### config.mk
export PLATFORM = sky130hd
export DESIGN_NAME = circle_collision_first_hit_unit
export DESIGN_NICKNAME = d
export VERILOG_FILES = /design/src/hw/rtl/ccfh_pkg.sv /design/src/hw/rtl/ccfh_cell.sv /design/src/hw/rtl/ccfh_cmp.sv /design/src/hw/rtl/circle_collision_first_hit_unit.sv
export SDC_FILE = /design/constraint.sdc
export NUM_CORES = 2
export LEC_CHECK = 0
export ABC_AREA = 1
export BUFFER_PORTS_ARGS = -buffer_cell sky130_fd_sc_hd__buf_2
export CAP_MARGIN = 20
export CORE_ASPECT_RATIO = 1.25
export CORE_UTILIZATION = 25
export CTS_BUF_LIST = sky130_fd_sc_hd__clkbuf_4
export DETAILED_ROUTE_END_ITERATION = 8
export PLACE_DENSITY_LB_ADDON = 0.25
export RECOVER_POWER = 25
export REMOVE_ABC_BUFFERS = 1
export SYNTH_ARGS = -nofsm -noshare
export SYNTH_HDL_FRONTEND = slang
export SYNTH_SLANG_ARGS = --single-unit
### constraint.sdc
create_clock -name clk -period 17.2 [get_ports clk]
set_clock_uncertainty 0.1 [all_clocks]
set_input_delay 3.44 -clock clk [delete_from_list [all_inputs] [get_ports clk]]
set_output_delay 3.44 -clock clk [all_outputs]
set_load 0.005 [all_outputs]
### src/hw/rtl/ccfh_pkg.sv
// Package for the circle collision first-hit unit: field widths, the entry
// record of one table slot, compare-unit control records and the controller states.
// Depends on nothing.
`default_nettype none

package ccfh_pkg;

	// Field widths fixed by the item format.
	localparam int unsigned POS_W     = 16;
	localparam int unsigned RAD_W     = 12;
	localparam int unsigned IDX_W     = 6;
	localparam int unsigned DEF_ENTRIES = 64;

	// Item kinds carried on the mode port.
	localparam logic MODE_WRITE = 1'b0;
	localparam logic MODE_QUERY = 1'b1;

	// One table slot as held in a cell.
	typedef struct packed {
		logic                     present;
		logic signed [POS_W-1:0]  x;
		logic signed [POS_W-1:0]  y;
		logic [RAD_W-1:0]         r;
	} entry_t;

	// Control that enters the compare unit with each slot.
	typedef struct packed {
		logic valid;
		logic last;
		logic present;
	} cmp_req_t;

	// Control that leaves the compare unit.
	typedef struct packed {
		logic valid;
		logic last;
		logic hit;
	} cmp_rsp_t;

	typedef enum logic [1:0] {
		ST_IDLE,
		ST_SCAN,
		ST_DRAIN
	} state_t;

endpackage

`default_nettype wire

### src/hw/rtl/ccfh_cell.sv
// One cell of the slot ring: holds a single table entry, takes a direct write
// when idle and hands its entry to its neighbor while a query rotates the ring.
// Depends on ccfh_pkg.
`default_nettype none

module ccfh_cell (
	input  wire logic            clk,
	input  wire logic            arst_n,
	input  wire logic            wr_en,
	input  wire ccfh_pkg::entry_t wr_entry,
	input  wire logic            shift_en,
	input  wire ccfh_pkg::entry_t nxt,
	output ccfh_pkg::entry_t     cur
);

	logic                               present_q;
	logic signed [ccfh_pkg::POS_W-1:0]  x_q;
	logic signed [ccfh_pkg::POS_W-1:0]  y_q;
	logic [ccfh_pkg::RAD_W-1:0]         r_q;

	// The present flag is control state and clears at reset.
	always_ff @(posedge clk or negedge arst_n) begin
		if (!arst_n) begin
			present_q <= 1'b0;
		end else if (wr_en) begin
			present_q <= wr_entry.present;
		end else if (shift_en) begin
			present_q <= nxt.present;
		end
	end

	// Position and radius carry no reset.
	always_ff @(posedge clk) begin
		if (wr_en) begin
			x_q <= wr_entry.x;
			y_q <= wr_entry.y;
			r_q <= wr_entry.r;
		end else if (shift_en) begin
			x_q <= nxt.x;
			y_q <= nxt.y;
			r_q <= nxt.r;
		end
	end

	assign cur = {present_q, x_q, y_q, r_q};

endmodule

`default_nettype wire

### src/hw/rtl/ccfh_cmp.sv
// Three-stage circle overlap compare: differences and radius sum, squares,
// then the distance sum against the squared radius sum.
// Depends on ccfh_pkg.
`default_nettype none

module ccfh_cmp #(
	parameter int unsigned IW = 6
) (
	input  wire logic                                clk,
	input  wire logic                                arst_n,
	input  wire ccfh_pkg::cmp_req_t                  req,
	input  wire logic [IW-1:0]                       req_idx,
	input  wire logic signed [ccfh_pkg::POS_W-1:0]   tx,
	input  wire logic signed [ccfh_pkg::POS_W-1:0]   ty,
	input  wire logic [ccfh_pkg::RAD_W-1:0]          tr,
	input  wire ccfh_pkg::entry_t                    ent,
	output ccfh_pkg::cmp_rsp_t                       rsp,
	output logic [IW-1:0]                            rsp_idx
);

	localparam int unsigned DW  = ccfh_pkg::POS_W + 1;
	localparam int unsigned SW  = 2 * ccfh_pkg::POS_W;
	localparam int unsigned RSW = ccfh_pkg::RAD_W + 1;

	// Stage 1 registers.
	logic signed [DW-1:0]  dx_s1, dy_s1;
	logic [RSW-1:0]        rs_s1;
	ccfh_pkg::cmp_req_t    ctl_s1;
	logic [IW-1:0]         idx_s1;

	// Stage 2 registers.
	logic [SW-1:0]         dx2_s2, dy2_s2;
	logic [2*RSW-1:0]      rs2_s2;
	ccfh_pkg::cmp_req_t    ctl_s2;
	logic [IW-1:0]         idx_s2;

	// Stage 3 registers.
	ccfh_pkg::cmp_rsp_t    rsp_s3;
	logic [IW-1:0]         idx_s3;

	logic signed [2*DW-1:0] dx_sq, dy_sq;
	logic [2*RSW-1:0]       rs_sq;
	logic [SW:0]            dist_sum;

	// Control flags of every stage, and the stage 3 hit compare.
	always_ff @(posedge clk or negedge arst_n) begin
		if (!arst_n) begin
			ctl_s1 <= '0;
			ctl_s2 <= '0;
			rsp_s3 <= '0;
		end else begin
			ctl_s1    <= req;
			ctl_s2    <= ctl_s1;
			rsp_s3.valid <= ctl_s2.valid;
			rsp_s3.last  <= ctl_s2.last;
			rsp_s3.hit   <= ctl_s2.valid & ctl_s2.present & (dist_sum <= (SW+1)'(rs2_s2));
		end
	end

	// Squares of the differences and of the radius sum. A difference magnitude
	// stays below 2^16, so its square fits in 32 unsigned bits.
	assign dx_sq    = dx_s1 * dx_s1;
	assign dy_sq    = dy_s1 * dy_s1;
	assign rs_sq    = rs_s1 * rs_s1;
	assign dist_sum = {1'b0, dx2_s2} + {1'b0, dy2_s2};

	// Payload through the stages.
	always_ff @(posedge clk) begin
		dx_s1  <= {tx[ccfh_pkg::POS_W-1], tx} - {ent.x[ccfh_pkg::POS_W-1], ent.x};
		dy_s1  <= {ty[ccfh_pkg::POS_W-1], ty} - {ent.y[ccfh_pkg::POS_W-1], ent.y};
		rs_s1  <= {1'b0, tr} + {1'b0, ent.r};
		idx_s1 <= req_idx;
		dx2_s2 <= dx_sq[SW-1:0];
		dy2_s2 <= dy_sq[SW-1:0];
		rs2_s2 <= rs_sq;
		idx_s2 <= idx_s1;
		idx_s3 <= idx_s2;
	end

	assign rsp     = rsp_s3;
	assign rsp_idx = idx_s3;

endmodule

`default_nettype wire

### src/hw/rtl/circle_collision_first_hit_unit.sv
// Top level of the circle collision first-hit unit: a ring of slot cells,
// the shared overlap compare and the query controller.
// Depends on ccfh_pkg, ccfh_cell and ccfh_cmp.
//
//  Channel  | Ports                                             | Beat taken when
//  ---------+---------------------------------------------------+-------------------
//  item in  | mode entry_index entry_active pos_x pos_y         | start high, busy low
//           | circle_radius                                     |
//  result   | hit hit_index                                     | done high
//
// A write beat is taken and the unit is ready again at once.
// A query rotates the ring of ENTRIES cells past the compare unit, one slot a
// cycle, then drains the three compare stages: busy stays high throughout and
// done rises with busy falling; the next beat can be taken at the edge that
// takes the result.
// Reset clears every present flag at once; positions and radii are not reset.
// The receiver cannot stall; the result shows for one cycle under done.
`default_nettype none

module circle_collision_first_hit_unit #(
	parameter int unsigned ENTRIES = ccfh_pkg::DEF_ENTRIES
) (
	input  wire logic                                clk,
	input  wire logic                                arst_n,
	input  wire logic                                start,
	output logic                                     busy,
	input  wire logic                                mode,
	input  wire logic [ccfh_pkg::IDX_W-1:0]          entry_index,
	input  wire logic                                entry_active,
	input  wire logic signed [ccfh_pkg::POS_W-1:0]   pos_x,
	input  wire logic signed [ccfh_pkg::POS_W-1:0]   pos_y,
	input  wire logic [ccfh_pkg::RAD_W-1:0]          circle_radius,
	output logic                                     done,
	output logic                                     hit,
	output logic [ccfh_pkg::IDX_W-1:0]               hit_index
);

	localparam int unsigned IW = (ENTRIES > 1) ? $clog2(ENTRIES) : 1;

	ccfh_pkg::state_t state_q, state_nxt;

	logic [IW-1:0]                       cnt_q;
	logic                                found_q;
	logic [IW-1:0]                       found_idx_q;
	logic signed [ccfh_pkg::POS_W-1:0]   tx_q, ty_q;
	logic [ccfh_pkg::RAD_W-1:0]          tr_q;
	logic                                done_q, hit_q;
	logic [IW-1:0]                       hit_idx_q;

	logic               accept, wr_en, query_go, scanning, last_slot;
	ccfh_pkg::entry_t   wr_entry;
	ccfh_pkg::entry_t   cells [ENTRIES];
	ccfh_pkg::cmp_req_t req;
	ccfh_pkg::cmp_rsp_t rsp;
	logic [IW-1:0]      rsp_idx;
	logic [IW+ccfh_pkg::IDX_W-1:0] idx_wide;

	assign accept   = start & ~busy;
	assign wr_en    = accept & (mode == ccfh_pkg::MODE_WRITE);
	assign query_go = accept & (mode == ccfh_pkg::MODE_QUERY);
	assign last_slot = (cnt_q == IW'(ENTRIES - 1));

	assign wr_entry.present = entry_active;
	assign wr_entry.x       = pos_x;
	assign wr_entry.y       = pos_y;
	assign wr_entry.r       = circle_radius;

	// Ring of slot cells; cell 0 faces the compare unit and takes from cell 1.
	for (genvar i = 0; i < ENTRIES; i++) begin : g_cell
		ccfh_cell u_cell (
			.clk      (clk),
			.arst_n   (arst_n),
			.wr_en    (wr_en && (32'(entry_index) == i)),
			.wr_entry (wr_entry),
			.shift_en (scanning),
			.nxt      (cells[(i + 1) % ENTRIES]),
			.cur      (cells[i])
		);
	end

	// Next-state logic of the query controller.
	always_comb begin
		state_nxt = state_q;
		case (state_q)
			ccfh_pkg::ST_IDLE: begin
				if (query_go) state_nxt = ccfh_pkg::ST_SCAN;
			end
			ccfh_pkg::ST_SCAN: begin
				if (last_slot) state_nxt = ccfh_pkg::ST_DRAIN;
			end
			ccfh_pkg::ST_DRAIN: begin
				if (rsp.valid && rsp.last) state_nxt = ccfh_pkg::ST_IDLE;
			end
			default: state_nxt = ccfh_pkg::ST_IDLE;
		endcase
	end

	// Outputs of the query controller.
	always_comb begin
		busy     = 1'b1;
		scanning = 1'b0;
		case (state_q)
			ccfh_pkg::ST_IDLE:  busy = 1'b0;
			ccfh_pkg::ST_SCAN:  scanning = 1'b1;
			ccfh_pkg::ST_DRAIN: busy = 1'b1;
			default:            busy = 1'b0;
		endcase
	end

	// Slot handed to the compare unit this cycle.
	assign req.valid   = scanning;
	assign req.last    = scanning & last_slot;
	assign req.present = cells[0].present;

	ccfh_cmp #(.IW(IW)) u_cmp (
		.clk     (clk),
		.arst_n  (arst_n),
		.req     (req),
		.req_idx (cnt_q),
		.tx      (tx_q),
		.ty      (ty_q),
		.tr      (tr_q),
		.ent     (cells[0]),
		.rsp     (rsp),
		.rsp_idx (rsp_idx)
	);

	// Controller state, slot counter, first-hit tracking and result beat.
	always_ff @(posedge clk or negedge arst_n) begin
		if (!arst_n) begin
			state_q <= ccfh_pkg::ST_IDLE;
			cnt_q   <= '0;
			found_q <= 1'b0;
			done_q  <= 1'b0;
		end else begin
			state_q <= state_nxt;
			done_q  <= rsp.valid & rsp.last;
			if (query_go) begin
				cnt_q   <= '0;
				found_q <= 1'b0;
			end else begin
				if (scanning) cnt_q <= cnt_q + 1'b1;
				if (rsp.valid && rsp.hit) found_q <= 1'b1;
			end
		end
	end

	// Test circle, first-hit index and result payload.
	always_ff @(posedge clk) begin
		if (query_go) begin
			tx_q <= pos_x;
			ty_q <= pos_y;
			tr_q <= circle_radius;
		end
		if (rsp.valid && rsp.hit && !found_q) found_idx_q <= rsp_idx;
		if (rsp.valid && rsp.last) begin
			hit_q     <= found_q | rsp.hit;
			hit_idx_q <= found_q ? found_idx_q : (rsp.hit ? rsp_idx : '0);
		end
	end

	assign idx_wide  = {{ccfh_pkg::IDX_W{1'b0}}, hit_idx_q};
	assign done      = done_q;
	assign hit       = hit_q;
	assign hit_index = idx_wide[ccfh_pkg::IDX_W-1:0];

endmodule

`default_nettype wire

==> results.yml <==
min_path:
  hp-class: "register to register"
  hold_start: "u_cmp.idx_s2[2]$_DFF_P_"
layout:
  area_growth_pct: 11.49
  final_nets: 14720
  final_util_pct: 28.03
  nFillCells: 63590
  postLayoutCellArea_mm2: 0.1684
  drive_gt1_share_pct: 11.36
place:
  port_buffers: 63
  placed_area_mm2: 0.1580
  place_hpwl_mm: 297.8
  gp_congestion: 0.8253
sta:
  max_slew.worst_pin.slew_ns: 4.612
  setup_viol: 0
  period_needed_ns: 8.580
  maxClockFrequency_mhz: 116.6
  relSlewSlack_pct: -207.4
  rsz0062_at_grt: "false"
  tns_ns: 0
  hold_violations: 0
  slew_violations: 4478
  period_share_pct: 49.88
routing:
  initialDrtViolationCount: 7751
  wl_per_cell_um: 20.97
  drc_errors: 0
  num_vias: 101000
  wirelength_mm: 469.1
  ant_nets: 0
  drtPass1Iterations: 8
  vias_per_cell: 4.518
worst_setup_path:
  reg2reg_slack_ns: 8.79
  cp_common_cell: "clkbuf_1"
  reg2reg_to: "g_cell[59].u_cell.y_q[9]$_DFFE_PP_"
  reg2reg_from: "state_q[1]$_DFFE_PN0P_"
  crit_arrival_ns: 9.52
  cp_max_fo: 92
  endpoint_kind: "register"
  path_cells: "buf_2, inv_1, nor3_1, clkbuf_1, inv_1, nor3_1, clkbuf_1, nand2_1, clkbuf_1, nand2_2"
  worstPathRequired_ns: 18.14
  cp_slowest_stage_delay_ns: 2.44
  worst_path_max_delay_cell: "clkbuf_1"
  start_kind: "primary input"
  startpoint: "start"
  r2r_cells: 5
  crit_end: "g_cell[50].u_cell.r_q[9]$_DFFE_PP_"
  path_class: "primary input to register"
synth:
  ys_warn_count: 0
  ys_top_cells_by_area: "edfxtp_1 57%, o21ai_0 9.3%, nand2_1 9.0%"
  ys_ff_latch: 3108
  synth_xor_area_share_pct: 1.049
  synth_simple_gate_area_share_pct: 10.25
  synth_top_family_by_area: "compound AO/OA/AOI/OAI gates"
  netlist_instances: 13670
  synth_compound_area_share_pct: 10.91
  synth_edf_count: 2873
  synth_cell_type_count: 50
  synth-seq-area-share_pct: 60.50
  ys_async_sr_fraction_pct: 2.671
  synth_top_area_cell: "edfxtp_1"
  avgSynthCellArea_um2: 11.05
  synth-adder-area-share_pct: 10.90
  synth_top_area_share_pct: 57.11
  synthMuxAreaShare_pct: 0
  synth_area_mm2: 0.1511
  ys.flop_type: "edfxtp_1"
global_route:
  grt_pass1_vias: 102600
  overflow: 0
  grt_max_degree: 93
  grt_use_total_pct: 15.02
  grt_pass1_wl_mm: 687.8
  grt_antenna_before_repair: 37
floorplanning:
  dieHeight_um: 871.1
  dieArea_mm2: 0.6074
  ios: 64
  core_area_mm2: 0.6008
  start_util_pct: 25.14
  die_width_um: 697.3
  num_rows: 318
clock_network:
  cts_tree: "done"
  clk_latency_ns: 1.72
  path_clk_slew_ns: 0.07
  clock_sinks: 3108
  cts_made_buffers: 809
  clockBufferDepth: 4
  cts_setup_buffers: 0
  cts.htree.levels: 6
  cts_root_buffer: "clkbuf_4"
  cts_hold_buf: 0
  cts.repair.resized: 0
run_status:
  violations: "capacitance limit, slew limit"
  status: "finished with violations"
job:
  maxCapViolCount: 54
## cells in the final DEF, fill, tap and decap left out, types with 20 or more instances in the layout
cell type,count
fa_1,612
inv_1,1135
clkinv_2,31
edfxtp_1,2873
diode_2,22
ha_1,337
inv_4,44
clkinv_1,127
o211ai_1,72
clkbuf_4,1223
buf_12,20
nand2_2,79
dfxtp_1,152
dfrtp_1,83
o21ai_1,50
nand2_1,3526
nand3_1,185
nor2_1,136
a21oi_1,170
buf_4,114
o21ai_0,2853
clkbuf_1,105
nor3_1,20
xnor2_1,63
xor2_1,118
## through the flow
stage	hold WS, ns	cells	setup WS, ns
after floorplan	0.2096	12650	9.890
after global placement	0.2100	20880	9.710
after detailed placement	0.2121	20890	9.731
after CTS	0.2227	22320	10.50
after global routing	0.2258	22350	7.973
final	0.2124	22360	8.620
## state kept, by name, summed over array words and instances, names as in the netlist, 17 cells and up
name,cells
u_cmp.rs2_s2,25
u_cmp.dx2_s2,31
u_cmp.dx_s1,17
u_cmp.dy2_s2,31
g_cell.u_cell.r_q,768
u_cmp.dy_s1,17
g_cell.u_cell.y_q,1024
g_cell.u_cell.present_q,64
g_cell.u_cell.x_q,1024
## kinds of logic (layout without fill, tap and decap cells)
group	Yosys count	in the layout
AOI/OAI and AO/OA	3217	3217
xor gates and xnor gates	181	181
adders and majority gates	949	949
buffers and inverters	2207	2876
DFF	3108	3108
other	0	22
and+or+nand+nor	4011	4011
## cell usage after synthesis (8+ instances only)
library cell / number
nand2_1: 3602
edfxtp_1: 2873
o21ai_0: 2819
inv_1: 1135
clkbuf_1: 655
fa_1: 612
ha_1: 337
buf_2: 203
nand3_1: 185
a21oi_1: 170
dfxtp_1: 152
nor2_1: 152
buf_6: 137
xor2_1: 118
dfrtp_1: 83
o21ai_1: 83
o211ai_1: 72
xnor2_1: 63
clkinv_1: 45
nand4_1: 19
nor3_1: 19
buf_4: 18
a21o_1: 13
or2_2: 11
buf_1: 10
o21bai_1: 10
o21a_1: 8
## layout make-up
type / count / area [um^2] / share of cell area (%)
repair buffers: 258 / 1790 / 1.063
multi-input cells: 8358 / 50240 / 29.83
clock inverters: 212 / 1192 / 0.7080
flip-flops and latches: 3108 / 91390 / 54.27
clock buffers: 1223 / 9181 / 5.452
diodes: 22 / 55.05 / 0.03269
well taps: 8000 / 10010 / 5.943
inverters: 1183 / 4553 / 2.703
## critical path: cells and delay by family
kind          cells  cell delay, ns
simple gates      4            2.22
buf+inv           6            3.77
## worst min-delay path by stage
stage,cells past startpoint,to,slack (ns)
6_report,0,u_cmp.rsp_idx[2]$_DFF_P_,0.21
5_1_grt,0,u_cmp.rsp_idx[2]$_DFF_P_,0.23
4_1_cts,0,u_cmp.rsp_idx[2]$_DFF_P_,0.22
3_5_place_dp,0,u_cmp.idx_s2[0]$_DFF_P_,0.21
3_3_place_gp,0,u_cmp.rsp_idx[2]$_DFF_P_,0.21
2_1_floorplan,0,u_cmp.idx_s2[0]$_DFF_P_,0.21
## per-layer routing
metal	GRT usage, %	routed length (um)	vias up
li1	-	-	46770
met1	18.40	191700	50820
met2	26.82	238300	2662
met3	2.094	21860	782
met4	5.451	17100	10
met5	0	74	-
Power is not shown: default switching activity piles up to over one toggle a cycle in this logic, so the estimate is an artifact.
